**src/hdl/tkd_pkg.sv**
```systemverilog
// Package for the touch key dimmer controller: field widths, limits,
// register indexes and reset values. No dependencies.
`timescale 1ns / 1ps

package tkd_pkg;

    localparam int HOLD_W   = 10;
    localparam int LEVEL_W  = 7;
    localparam int KEYS     = 3;
    localparam int CFG_IDX_W = 1;
    localparam int CFG_DATA_W = 10;

    typedef logic [HOLD_W-1:0]  t_hold;
    typedef logic [LEVEL_W-1:0] t_level;
    typedef logic [KEYS-1:0]    t_keys;
    typedef logic [CFG_IDX_W-1:0]  t_cfg_idx;
    typedef logic [CFG_DATA_W-1:0] t_cfg_data;

    localparam t_hold  HOLD_MAX   = 10'd1023;
    localparam t_hold  STEP_HOLD  = 10'd2;
    localparam t_level LEVEL_MAX  = 7'd100;
    localparam t_hold  LONG_HOLD_RST = 10'd750;
    localparam t_level TOGGLE_RST    = 7'd50;

    // configuration register indexes
    localparam t_cfg_idx REG_LONG_HOLD = 1'd0;
    localparam t_cfg_idx REG_TOGGLE    = 1'd1;

    // func codes
    localparam logic FUNC_TICK    = 1'b0;
    localparam logic FUNC_COMMAND = 1'b1;

endpackage

```
**src/hdl/tkd_if.sv**
```systemverilog
// Channel interfaces for the touch key dimmer controller: input items,
// result items and configuration writes. Depends on tkd_pkg.
`timescale 1ns / 1ps

interface tkd_in_if;
    import tkd_pkg::*;
    logic   valid;
    logic   ready;
    logic   func;
    t_keys  key_levels;
    t_level set_level;
    modport source (output valid, output func, output key_levels, output set_level,
                    input ready);
    modport sink   (input valid, input func, input key_levels, input set_level,
                    output ready);
endinterface

interface tkd_out_if;
    import tkd_pkg::*;
    logic   valid;
    logic   ready;
    t_level target_level;
    t_level current_level;
    logic   publish_pulse;
    logic   reset_request;
    t_keys  pressed_mask;
    modport source (output valid, output target_level, output current_level,
                    output publish_pulse, output reset_request, output pressed_mask,
                    input ready);
    modport sink   (input valid, input target_level, input current_level,
                    input publish_pulse, input reset_request, input pressed_mask,
                    output ready);
endinterface

interface tkd_cfg_if;
    import tkd_pkg::*;
    logic      valid;
    logic      ready;
    t_cfg_idx  index;
    t_cfg_data data;
    modport source (output valid, output index, output data, input ready);
    modport sink   (input valid, input index, input data, output ready);
endinterface

```
**src/hdl/touch_key_dimmer_controller_top.sv**
```systemverilog
// Channel     | dir | handshake   | payload
// i_in        | in  | valid/ready | func, key_levels, set_level
// o_out       | out | valid/ready | target/current level, publish, reset req, mask
// i_cfg       | in  | valid/ready | index, data (ready whenever out of reset)
//
// Two register stages: input register, then result register. An accepted item
// goes on to the result register; one item per cycle while o_out.ready is high.
// State (hold counters, phases, target, level) updates as an item moves from
// the input register to the result register. A stalled result register holds
// the input register, which then drops i_in.ready.
// i_rst_n is synchronous; it clears state, control and config to defaults.
// Both ready outputs stay low while i_rst_n is low.
// Depends on tkd_pkg and tkd_if.
`timescale 1ns / 1ps

module touch_key_dimmer_controller_top (
    input  logic i_clk,
    input  logic i_rst_n,
    tkd_in_if.sink    i_in,
    tkd_out_if.source o_out,
    tkd_cfg_if.sink   i_cfg
);
    import tkd_pkg::*;

    // config
    t_hold  r_long_hold;
    t_level r_toggle;

    // input register
    logic   r_in_valid;
    logic   r_in_func;
    t_keys  r_in_keys;
    t_level r_in_set;

    // result register
    logic   r_out_valid;
    t_level r_out_target;
    t_level r_out_level;
    logic   r_out_publish;
    logic   r_out_rst_req;
    t_keys  r_out_pressed;

    // block state
    t_hold  r_hold [KEYS];
    logic   r_up;
    logic   r_down;
    t_level r_target;
    t_level r_level;
    logic   r_pend;

    t_hold  n_hold [KEYS];
    logic   n_up;
    logic   n_down;
    t_level n_target;
    t_level n_level;
    logic   n_pend;

    logic   w_adv;
    logic   w_fire;
    logic   w_publish;
    logic   w_rst_req;
    t_keys  w_pressed;
    t_level w_toggle_sat;

    assign w_adv  = !r_out_valid || o_out.ready;
    assign w_fire = r_in_valid && w_adv;

    assign i_in.ready  = i_rst_n && (!r_in_valid || w_adv);
    assign i_cfg.ready = i_rst_n;

    assign o_out.valid         = r_out_valid;
    assign o_out.target_level  = r_out_target;
    assign o_out.current_level = r_out_level;
    assign o_out.publish_pulse = r_out_publish;
    assign o_out.reset_request = r_out_rst_req;
    assign o_out.pressed_mask  = r_out_pressed;

    assign w_toggle_sat = (r_toggle > LEVEL_MAX) ? LEVEL_MAX : r_toggle;

    always_comb begin
        for (int i = 0; i < KEYS; i++) begin
            n_hold[i] = r_hold[i];
        end
        n_up      = r_up;
        n_down    = r_down;
        n_target  = r_target;
        n_level   = r_level;
        n_pend    = r_pend;
        w_publish = 1'b0;
        w_rst_req = 1'b0;
        w_pressed = '0;
        if (r_in_func == FUNC_COMMAND) begin
            if (r_in_set <= LEVEL_MAX) begin
                n_target = r_in_set;
            end
            w_publish = 1'b1;
        end else begin
            w_pressed = ~r_in_keys;
            for (int i = 0; i < KEYS; i++) begin
                if (w_pressed[i]) begin
                    if (r_hold[i] != HOLD_MAX) begin
                        n_hold[i] = r_hold[i] + 1'b1;
                    end
                end else begin
                    if (r_hold[i] >= r_long_hold) begin
                        w_rst_req = 1'b1;
                    end
                    n_hold[i] = '0;
                end
            end
            // key 0: step up on every second held tick, only while the target is nonzero
            if (n_hold[0] >= STEP_HOLD) begin
                n_up = !r_up;
                if (n_up && n_target != '0 && n_target < LEVEL_MAX) begin
                    n_target = n_target + 1'b1;
                    n_pend   = 1'b1;
                end
            end
            // key 1: on/off toggle on second held tick only
            if (n_hold[1] == STEP_HOLD) begin
                n_target = (n_target == '0) ? w_toggle_sat : '0;
                n_pend   = 1'b1;
            end
            // key 2: step down, floor at 1
            if (n_hold[2] >= STEP_HOLD) begin
                n_down = !r_down;
                if (n_down && n_target > 7'd1) begin
                    n_target = n_target - 1'b1;
                    n_pend   = 1'b1;
                end
            end
            if (n_pend && w_pressed == '0) begin
                n_pend    = 1'b0;
                w_publish = 1'b1;
            end
            if (r_level < n_target) begin
                n_level = r_level + 1'b1;
            end else if (r_level > n_target) begin
                n_level = r_level - 1'b1;
            end
        end
    end

    always_ff @(posedge i_clk) begin
        if (!i_rst_n) begin
            r_in_valid  <= 1'b0;
            r_out_valid <= 1'b0;
            r_long_hold <= LONG_HOLD_RST;
            r_toggle    <= TOGGLE_RST;
            for (int i = 0; i < KEYS; i++) begin
                r_hold[i] <= '0;
            end
            r_up     <= 1'b0;
            r_down   <= 1'b0;
            r_target <= '0;
            r_level  <= '0;
            r_pend   <= 1'b0;
        end else begin
            if (i_cfg.valid) begin
                case (i_cfg.index)
                    REG_LONG_HOLD: r_long_hold <= i_cfg.data[HOLD_W-1:0];
                    REG_TOGGLE:    r_toggle    <= i_cfg.data[LEVEL_W-1:0];
                    default: ;
                endcase
            end
            if (i_in.ready) begin
                r_in_valid <= i_in.valid;
            end
            if (w_adv) begin
                r_out_valid <= r_in_valid;
            end
            if (w_fire) begin
                for (int i = 0; i < KEYS; i++) begin
                    r_hold[i] <= n_hold[i];
                end
                r_up     <= n_up;
                r_down   <= n_down;
                r_target <= n_target;
                r_level  <= n_level;
                r_pend   <= n_pend;
            end
        end
    end

    // payload registers, no reset
    always_ff @(posedge i_clk) begin
        if (i_in.ready && i_in.valid) begin
            r_in_func <= i_in.func;
            r_in_keys <= i_in.key_levels;
            r_in_set  <= i_in.set_level;
        end
        if (w_fire) begin
            r_out_target  <= n_target;
            r_out_level   <= n_level;
            r_out_publish <= w_publish;
            r_out_rst_req <= w_rst_req;
            r_out_pressed <= w_pressed;
        end
    end

`ifndef SYNTHESIS
    a_target_range: assert property (@(posedge i_clk) disable iff (!i_rst_n)
        o_out.valid |-> o_out.target_level <= LEVEL_MAX)
        else $error("target level above maximum");

    a_level_range: assert property (@(posedge i_clk) disable iff (!i_rst_n)
        o_out.valid |-> o_out.current_level <= LEVEL_MAX)
        else $error("current level above maximum");

    a_level_ramp: assert property (@(posedge i_clk) disable iff (!i_rst_n)
        w_fire |=> (r_level == $past(r_level) || r_level == $past(r_level) + 7'd1
                    || r_level == $past(r_level) - 7'd1))
        else $error("level moved more than one step");

    a_publish_released: assert property (@(posedge i_clk) disable iff (!i_rst_n)
        (o_out.valid && o_out.publish_pulse) |-> o_out.pressed_mask == '0)
        else $error("publish while a key is pressed");
`endif

endmodule
```
**src/flat_wrapper.sv**
```systemverilog
// flat-port wrapper written by rule: the top's interface ports become plain ports
module touch_key_dimmer_controller_top_flat import tkd_pkg::*;
  (i_clk, i_rst_n, i_in_valid, i_in_func, i_in_key_levels, i_in_set_level, i_in_ready, o_out_valid, o_out_target_level, o_out_current_level, o_out_publish_pulse, o_out_reset_request, o_out_pressed_mask, o_out_ready, i_cfg_valid, i_cfg_index, i_cfg_data, i_cfg_ready);
  tkd_in_if i_in_i ();
  tkd_out_if o_out_i ();
  tkd_cfg_if i_cfg_i ();
  input  logic i_clk;
  input  logic i_rst_n;
  input wire logic [$bits(i_in_i.valid)-1:0] i_in_valid;
  input wire logic [$bits(i_in_i.func)-1:0] i_in_func;
  input wire logic [$bits(i_in_i.key_levels)-1:0] i_in_key_levels;
  input wire logic [$bits(i_in_i.set_level)-1:0] i_in_set_level;
  output wire logic [$bits(i_in_i.ready)-1:0] i_in_ready;
  output wire logic [$bits(o_out_i.valid)-1:0] o_out_valid;
  output wire logic [$bits(o_out_i.target_level)-1:0] o_out_target_level;
  output wire logic [$bits(o_out_i.current_level)-1:0] o_out_current_level;
  output wire logic [$bits(o_out_i.publish_pulse)-1:0] o_out_publish_pulse;
  output wire logic [$bits(o_out_i.reset_request)-1:0] o_out_reset_request;
  output wire logic [$bits(o_out_i.pressed_mask)-1:0] o_out_pressed_mask;
  input wire logic [$bits(o_out_i.ready)-1:0] o_out_ready;
  input wire logic [$bits(i_cfg_i.valid)-1:0] i_cfg_valid;
  input wire logic [$bits(i_cfg_i.index)-1:0] i_cfg_index;
  input wire logic [$bits(i_cfg_i.data)-1:0] i_cfg_data;
  output wire logic [$bits(i_cfg_i.ready)-1:0] i_cfg_ready;
  assign i_in_i.valid = i_in_valid;
  assign i_in_i.func = i_in_func;
  assign i_in_i.key_levels = i_in_key_levels;
  assign i_in_i.set_level = i_in_set_level;
  assign i_in_ready = i_in_i.ready;
  assign o_out_valid = o_out_i.valid;
  assign o_out_target_level = o_out_i.target_level;
  assign o_out_current_level = o_out_i.current_level;
  assign o_out_publish_pulse = o_out_i.publish_pulse;
  assign o_out_reset_request = o_out_i.reset_request;
  assign o_out_pressed_mask = o_out_i.pressed_mask;
  assign o_out_i.ready = o_out_ready;
  assign i_cfg_i.valid = i_cfg_valid;
  assign i_cfg_i.index = i_cfg_index;
  assign i_cfg_i.data = i_cfg_data;
  assign i_cfg_ready = i_cfg_i.ready;
  touch_key_dimmer_controller_top u_core (.i_clk(i_clk), .i_rst_n(i_rst_n), .i_in(i_in_i), .o_out(o_out_i), .i_cfg(i_cfg_i));
endmodule
```
**config.mk**
```make
export PLATFORM = sky130hd
export DESIGN_NAME = touch_key_dimmer_controller_top_flat
export DESIGN_NICKNAME = d
export VERILOG_FILES = /design/src/hdl/tkd_pkg.sv /design/src/hdl/tkd_if.sv /design/src/hdl/touch_key_dimmer_controller_top.sv /design/src/flat_wrapper.sv
export SDC_FILE = /design/constraint.sdc
export NUM_CORES = 1
export LEC_CHECK = 0
export BUFFER_PORTS_ARGS = -buffer_cell sky130_fd_sc_hd__buf_2
export CAP_MARGIN = 0
export CORE_ASPECT_RATIO = 0.7
export CORE_UTILIZATION = 35
export DETAILED_ROUTE_END_ITERATION = 8
export SYNTH_ARGS = -nofsm -noshare
export SYNTH_HDL_FRONTEND = slang
export SYNTH_SLANG_ARGS = --single-unit
```
**constraint.sdc**
```tcl
create_clock -name i_clk -period 12.5 [get_ports i_clk]
set_input_delay 2.5 -clock i_clk [delete_from_list [all_inputs] [get_ports i_clk]]
set_output_delay 2.5 -clock i_clk [all_outputs]
set_load 0.03 [all_outputs]
```
# After elaboration in Yosys (flattened, before gate mapping)
# Memory sizes are Yosys's and may differ from the RTL's.
# Index checks and enable logic that the tools add are counted.
[word_totals]
reg_bits = 66
n_memories = 1
word_cells = 113
mem_bits_rw = 30
[op_classes]
n_reduce_logical = 21
n_addsub = 7
n_lt_le_gt_ge = 11
mux = 46
n_eq_ne = 4
n_bitwise = 6
[memory_table]
columns = ["name", "words", "word_bits", "read_ports", "rd_ports_with_merged_regs", "write_ports", "line", "source"]
rows = [
  ["u_core.r_hold", 3, 10, 3, 0, 3, "touch_key_dimmer_controller_top.sv:44", "t_hold r_hold [KEYS];"],
]
[ops]
columns = ["operator", "n"]
rows = [
  ["$mux W10", 12],
  ["$mux W7", 15],
  ["$add A10 B1 Y10 const B", 3],
  ["$ge A10 B10 Y1", 3],
  ["$mux W30", 1],
  ["$ne A10 B10 Y1 const B", 3],
  ["$ge A10 B2 Y1 const B", 2],
  ["$mux W1", 18],
  ["$add A7 B1 Y7 const B", 2],
  ["$sub A7 B1 Y7 const B", 2],
  ["$eq A10 B2 Y1 const B", 1],
  ["$gt A7 B1 Y1 const B", 1],
  ["$gt A7 B7 Y1", 1],
  ["$gt A7 B7 Y1 const B", 1],
  ["$le A7 B7 Y1 const B", 1],
  ["$logic_and A1 B1 Y1", 7],
  ["$logic_not A7 Y1", 1],
  ["$lt A7 B7 Y1", 1],
  ["$lt A7 B7 Y1 const B", 1],
  ["$reduce_bool A7 Y1", 1],
  ["$reduce_and A2 Y1", 3],
  ["$reduce_and A3 Y1", 2],
  ["$logic_not A1 Y1", 4],
  ["$logic_not A3 Y1", 1],
  ["other kinds (4)", 8],
]

# Logic depth before layout (Yosys ltp)
# Gate-level depths: netlist of the first run.
[depth]
depth_word = 20
ltp_mapped = 31

# Worst setup path before layout of the first run
# Ideal clock, no wire load.
[synth_timing]
kind = "flip-flop to flip-flop"
from = "memory u_core.r_hold[0][1] in the netlist's numbering"
to = "register u_core.r_out_level[3], in the netlist u_core.o_out.current_level[3], data pin"
required_ps = 12237
arrival_ps = 6083
path_stages_with_launch = 30
path_buffers = 1
path_slack_ps = 6154
setup_ps = 263
cell_sequence = "edfxtp_1 ha_1 nand2_1 or4_4 a32oi_2 nand3_2 o21ai_2 mux2i_1 nand3_1 nor2_1 a21oi_1 ha_1 a21o_1 a211oi_1 a211oi_2 a31oi_1 and2_1 nand4_1 a31o_1 nor2_1 ha_1 and4_1 o21ai_0 inv_1 a221oi_1 nand3_2 buf_6 or4b_1 o21ai_1 xor2_1"
[synth_rtl]
columns = ["item", "line", "source"]
rows = [
  ["start: declaration", "touch_key_dimmer_controller_top.sv:44", ""],
  ["end signal: assignment", "touch_key_dimmer_controller_top.sv:194", "r_out_level <= n_level;"],
  ["end: declaration", "touch_key_dimmer_controller_top.sv:38", "t_level r_out_level;"],
]

==> flow_summary.toml, run 1 <==
[cts]
postCtsResizedCells = 0
clock_path_buffers = 2
post_cts_buffers = 0
holdBufCountCts = 0
cts_made_buffers = 9
htreeDepth = 3
cts_tree = "done"
clk_pin_slew_ns = 0.06
insertion_delay_ns = 0.35
clock_sinks = 96
cts_root_buf = "clkbuf_16"

[logic_synthesis]
ys_ff_latch = 96
synth-edff-count = 60
synth-main-ff-cell = "edfxtp_1"
syn_nets = 794
syn_area_per_cell_um2 = 8.987
yosysSeqAreaShare = 0.3887
synthTopCellsByArea = "edfxtp_1 28%, dfxtp_1 11%, ha_1 8.7%, nand2_1 4.3%, nor2_1 4.2%"
synth_largest_area_cell = "edfxtp_1"
synth_cells = 722
syn_area_um2 = 6489
async_reset_ff_frac = 0
synth_warnings = 0
synth_top_area_frac = 0.2777
synth.distinct_cells = 75

[detailed_routing]
drt_wl_total_um = 16510
wl_per_cell_um = 16.69
drc = 0
drt_iter0_markers = 483
firstDrtPassIters = 5
ant_nets = 0
avgViaCountPerCell = 5.454
vias = 5394

[place]
place_hpwl_um = 12180
portBuffers = 48
gp_congestion = 0.9540
post_dp_cell_area_um2 = 6884

[power_and_ir_drop]
peakVddDrop_mv = 0.06063
p_per_area_nw_per_um2 = 118.6
p_leak_uw = 0.002885

[critical_path]
critPathLaunchType = "flop"
critPathArrivalTime_ns = 7.48
cp.required_ns = 12.59
crit_path_max_fanout = 12
critPathKind = "reg2reg"
end_kind = "flop"

[floorplanning]
die_y_um = 115.9
pin_count = 49
dieArea_um2 = 19100
num_rows = 41
start_util = 0.3593
die_width_um = 164.7
core_area_um2 = 18060

[timing]
worst_pin_slew_ns = 1.078
rsz0062_at_grt = "no"
setup_tns_ns = 0
setup_viol = 0
relSlewSlack = 0.2799
fin_crit_ns = 7.390
fin_crit_sh = 0.5912
skew_ns = 0.006370
max_freq_ghz = 0.1353
hold_viol_final = 0
report.final.slew_viol_count = 0

[finish]
syn_to_final_growth_pct = 10.07
final_util = 0.3955
final_area_um2 = 7142
nNetsFinal = 820
layout-drive-gt1-share = 0.1155
antennaDiodeCount = 0
fillers = 1817

[global_route]
grt_max_degree = 31
antenna_found_initial = 0
globalRouteOverflowTotal = 0
grt_use_total = 0.1825
first_global_vias = 4704
grt_pass1_wl_um = 26520

[run_status]
outcome = "finished, final reports clean"

[flow_run]
drv_cap = 0

[worst_hold_path]
holdCritPathClass = "reg2reg"
[area by class of cell]
cell class | instances | area [um2] | share of cell area
clock buffer | 12 | 236.5 | 0.03311
inverter | 33 | 123.9 | 0.01734
sequential | 96 | 2522 | 0.3532
tap | 236 | 295.3 | 0.04135
timing repair buffer | 51 | 262.8 | 0.03679
multi-input combinational | 557 | 3680 | 0.5152
clock inverter | 4 | 21.27 | 0.002978
[report_power, final]
group	switching (uW)	leakage [uW]	internal (uW)
Clock	117	0.000126	134
Sequential	24.9	0.000893	359
Combinational	129	0.00187	82.2
[routing by layer]
metal  GRT usage  wire length [um]  vias up  part of all wire
met5           0                 0        -                 0
met4     0.03792               136        0            0.0082
met3     0.03830              1178       11             0.071
met2      0.2272              6010      162              0.36
met1      0.3053              9182     2535              0.56
li1            -                 -     2686                 -
[cell usage in the layout, fill, tap and decap left out, types with 9 or more instances in the layout]
cell type / netlist / final
edfxtp_1: 60 / 60
inv_1: 31 / 31
nand2_1: 74 / 74
nor2_1: 73 / 73
buf_2: 4 / 48
o211ai_1: 12 / 12
o21ai_0: 37 / 37
nor3_1: 22 / 22
nand3_1: 21 / 21
a31oi_1: 13 / 13
clkbuf_16: 0 / 9
ha_1: 45 / 45
mux2i_1: 17 / 17
dfxtp_1: 36 / 36
a21o_1: 16 / 16
nand2b_1: 13 / 13
xnor2_1: 19 / 19
or3_1: 10 / 10
xor2_1: 16 / 16
a21oi_1: 39 / 39
nor2b_1: 13 / 13
[Yosys cell counts (4+ instances only)]
cell / count
nand2_1: 74
nor2_1: 73
edfxtp_1: 60
ha_1: 45
a21oi_1: 39
o21ai_0: 37
dfxtp_1: 36
inv_1: 31
clkbuf_1: 27
nor3_1: 22
nand3_1: 21
xnor2_1: 19
mux2i_1: 17
a21o_1: 16
xor2_1: 16
a31oi_1: 13
nand2b_1: 13
nor2b_1: 13
o211ai_1: 12
or3_1: 10
a211oi_1: 8
and2_1: 8
and3_1: 8
nand4_1: 8
and4_1: 7
nor4_1: 7
buf_2: 4
buf_4: 4
mux2_2: 4
nand3b_1: 4
o2bb2ai_1: 4
[logic make-up after synthesis]
logic type      after synthesis  synth area share
flops                        96            0.3887
fa+ha+maj                    45           0.08677
buf+inv                      69           0.04416
simple gates                288            0.2241
mux                          21           0.03317
xor+xnor                     36           0.05071
compound gates              167            0.1724
[flip-flops by register name, indices dropped and copies added, names as in the netlist, 3 cells and up]
name,count
u_core.r_in_set,7
u_core.r_hold,30
u_core.o_out.target_level,7
u_core.o_out.current_level,7
u_core.r_long_hold,10
u_core.o_out.pressed_mask,3
u_core.r_level,7
u_core.r_in_keys,3
u_core.r_target,7
u_core.r_toggle,7
[stage by stage]
step	power, uW	hold slack [ns]	std cells	worst slack (ns)
floorplan	546.2	0.4363	722	6.154
global placement	596.8	0.4470	973	5.473
detailed placement	598.5	0.4565	973	5.317
CTS	850.8	0.4692	989	5.283
global route	894.9	0.5084	989	4.443
finish	846.7	0.4705	989	5.110
[final timing paths]
kind / startpoint / to / slack [ns] / depth (start not counted)
max: u_core.r_hold[0][1]$_SDFFCE_PN0P_ / u_core.o_out.current_level[3]$_DFFE_PP_ / 5.11 / 27
min: u_core.r_long_hold[8]$_SDFFE_PN0P_ / u_core.r_long_hold[8]$_SDFFE_PN0P_ / 0.47 / 2
max reg2reg: u_core.r_hold[0][1]$_SDFFCE_PN0P_ / u_core.o_out.current_level[3]$_DFFE_PP_ / 5.11 / 27
min reg2reg: u_core.r_long_hold[8]$_SDFFE_PN0P_ / u_core.r_long_hold[8]$_SDFFE_PN0P_ / 0.47 / 2
[critical path, cell delays in order (launching register included)]
cell and delay (ns):
edfxtp_1 0.40, ha_1 0.25, nand2_1 0.20, nor3_1 0.67
o31ai_1 0.20, nand3_2 0.19, o21ai_2 0.12, o2bb2ai_1 0.38
nand3_1 0.21, nor2_1 0.20, a21oi_1 0.14, ha_1 0.25
a21o_1 0.16, a211oi_1 0.26, a211oi_2 0.09, a31oi_1 0.40
and2_1 0.27, nand4_1 0.12, xnor2_1 0.41, ha_1 0.33
and4_1 0.24, o21ai_0 0.16, inv_1 0.08, a221oi_1 0.35
nand3_2 0.30, or4b_1 0.57, o21ai_1 0.10, xor2_1 0.08
Power figures use the tool's default switching activity.
==> run 2: changes to the inputs <==
--- a/config.mk
+++ b/config.mk
@@ -5,6 +5,7 @@
 export SDC_FILE = /design/constraint.sdc
 export NUM_CORES = 1
 export LEC_CHECK = 0
+export ABC_AREA = 1
 export BUFFER_PORTS_ARGS = -buffer_cell sky130_fd_sc_hd__buf_2
 export CAP_MARGIN = 0
 export CORE_ASPECT_RATIO = 0.7
==> constraint.sdc (replaced) <==
create_clock -name i_clk -period 6.84 [get_ports i_clk]
set_input_delay 1.368 -clock i_clk [delete_from_list [all_inputs] [get_ports i_clk]]
set_output_delay 1.368 -clock i_clk [all_outputs]
set_load 0.03 [all_outputs]
==> flow_summary.toml, run 2 <==
[run_status]
outcome = "finished, final reports clean"

[floorplanning]
num_rows = 41
die_y_um = 115.6
core_area_um2 = 18060
die_width_um = 164.3
pin_count = 49
dieArea_um2 = 18990
start_util = 0.3574

[logic_synthesis]
synth_warnings = 0
syn_area_um2 = 6454
synth_largest_area_cell = "edfxtp_1"
synth.distinct_cells = 45
synth_top_area_frac = 0.2792
synth-edff-count = 60
yosysMostFrequentCell = "nand2_1"
yosysSeqAreaShare = 0.3908
async_reset_ff_frac = 0
synth-main-ff-cell = "edfxtp_1"
ys_ff_latch = 96
synthTopCellsByArea = "edfxtp_1 28%, dfxtp_1 11%, ha_1 8.7%, nand2_1 8.0%, inv_1 6.6%"
syn_nets = 882
syn_area_per_cell_um2 = 7.968
yosys-top-cells-count = "138 x nand2_1, 113 x inv_1, 78 x nor2_1"
synth_cells = 810

[worst_hold_path]
holdCritPathClass = "reg2reg"

[global_route]
antenna_found_initial = 0
grt_use_total = 0.1861
first_global_vias = 4913
globalRouteOverflowTotal = 0
grt_pass1_wl_um = 26760
grt_max_degree = 31

[power_and_ir_drop]
p_seq_frac = 0.394
p_int_uw = 1148
p_leak_uw = 0.003397
clock_power_share = 0.311
pwr-share-comb = 0.295
switching_power_uw = 624.6
peakVddDrop_mv = 0.1209
p_sw_frac = 0.3523
p_per_area_nw_per_um2 = 244.3

[finish]
largest-register = "u_core.r_hold"
reg.largest.list = "u_core.r_hold: 30 flops, u_core.r_long_hold: 10 flops"
fillers = 1844
multi_input_area_um2 = 3382
nNetsFinal = 926
layout-drive-gt1-share = 0.1502
antennaDiodeCount = 0
largest_register_ffs = 30
syn_to_final_growth_pct = 12.47
final_common_cell = "nand2_1"
fin_cells = 1095
regArea_um2 = 2522
layout_common_cells = "138 x nand2_1, 113 x inv_1, 78 x nor2_1, 63 x nand3_1, 60 x edfxtp_1"

[cts]
clock_path_buffers = 2
insertion_delay_ns = 0.36
clk_pin_slew_ns = 0.07
cts_root_buf = "clkbuf_16"
htreeDepth = 3
postCtsResizedCells = 0
cts_tree = "done"
holdBufCountCts = 0
post_cts_buffers = 0
cts_made_buffers = 9
clock_sinks = 96

[detailed_routing]
drt_iter0_markers = 583
ant_nets = 0
firstDrtPassIters = 5
drt_wl_total_um = 16600
vias = 5509
drc = 0
wl_per_cell_um = 15.16
avgViaCountPerCell = 5.031

[critical_path]
critPathKind = "reg2reg"
path_delay_family = "simple AND/OR/NAND/NOR gates"
cp.required_ns = 6.95
critPathLaunchType = "flop"
path_buf_inv = 3
crit_path_max_fanout = 9
crit_slowest_cell = "a211oi_1"
critPathMaxStageDelay_ns = 0.80
critPathArrivalTime_ns = 5.70
end_kind = "flop"
cp_common_cell = "nand2_1"

[timing]
report.final.slew_viol_count = 0
rsz0062_at_grt = "no"
setup_viol = 0
hold_viol_final = 0
relSlewSlack = 0.3102
fin_crit_sh = 0.8169
skew_ns = 0.01186
worst_pin_slew_ns = 1.029
max_freq_ghz = 0.1790
setup_tns_ns = 0
fin_crit_ns = 5.588

[place]
gp_congestion = 0.8932
place_hpwl_um = 12560
portBuffers = 48
dp.cells = 1079

[flow_run]
drv_cap = 0
-- run 2: cell type report --
cell class	count	area share
Inverter	127	0.06568
Tap cell	236	0.04068
Multi-Input combinational cell	570	0.4660
Clock buffer	10	0.03448
Sequential cell	96	0.3475
Clock inverter	6	0.01052
Timing Repair Buffer	50	0.03517
-- run 2: path summary, 6_finish.rpt --
kind,start,to,slack (ns),depth (start not counted)
min,u_core.r_down$_SDFFE_PN0P_,u_core.r_down$_SDFFE_PN0P_,0.46,1
max,u_core.r_hold[0][11]$_SDFFCE_PN0P_,u_core.o_out.current_level[6]$_DFFE_PP_,1.25,29
max reg2reg,u_core.r_hold[0][11]$_SDFFCE_PN0P_,u_core.o_out.current_level[6]$_DFFE_PP_,1.25,29
min reg2reg,u_core.r_down$_SDFFE_PN0P_,u_core.r_down$_SDFFE_PN0P_,0.46,1
-- run 2: cell families after synthesis --
kind of cell / share of synthesized area
buf+inv: 0.08511
mux: 0.001745
compound gates: 0.1388
simple gates: 0.2691
flops: 0.3908
fa+ha+maj: 0.08724
xor+xnor: 0.02714
-- run 2: routing by layer --
| layer | part of all wire | up-vias | GRT usage |
|---|---|---|---|
| li1 | - | 2795 | - |
| met1 | 0.53 | 2538 | 0.2862 |
| met2 | 0.39 | 160 | 0.2520 |
| met3 | 0.064 | 16 | 0.03830 |
| met4 | 0.014 | 0 | 0.06358 |
| met5 | 0 | - | 0 |
-- run 2: power groups by stage --
stage / Combinational [uW] / Sequential, uW / Clock (uW)
after CTS: 519 / 698 / 565
after floorplan: 387 / 716 / 0
after detailed placement: 515 / 710 / 0
final: 524 / 699 / 551
after global placement: 510 / 711 / 0
after global routing: 590 / 703 / 585
-- run 2: stage by stage --
step                      utilization  worst slack (ns)  total power (uW)  hold WS (ns)  cell area [um2]
after floorplan                     -             2.008              1104        0.4224             6454
after global placement         0.3839             1.527              1221        0.4373             6932
after detailed placement       0.3839             1.345              1225        0.4479             6932
after CTS                      0.4020             1.329              1782        0.4595             7258
after global routing           0.4020            0.7284              1878        0.4795             7258
final                          0.4020             1.252              1773        0.4646             7258
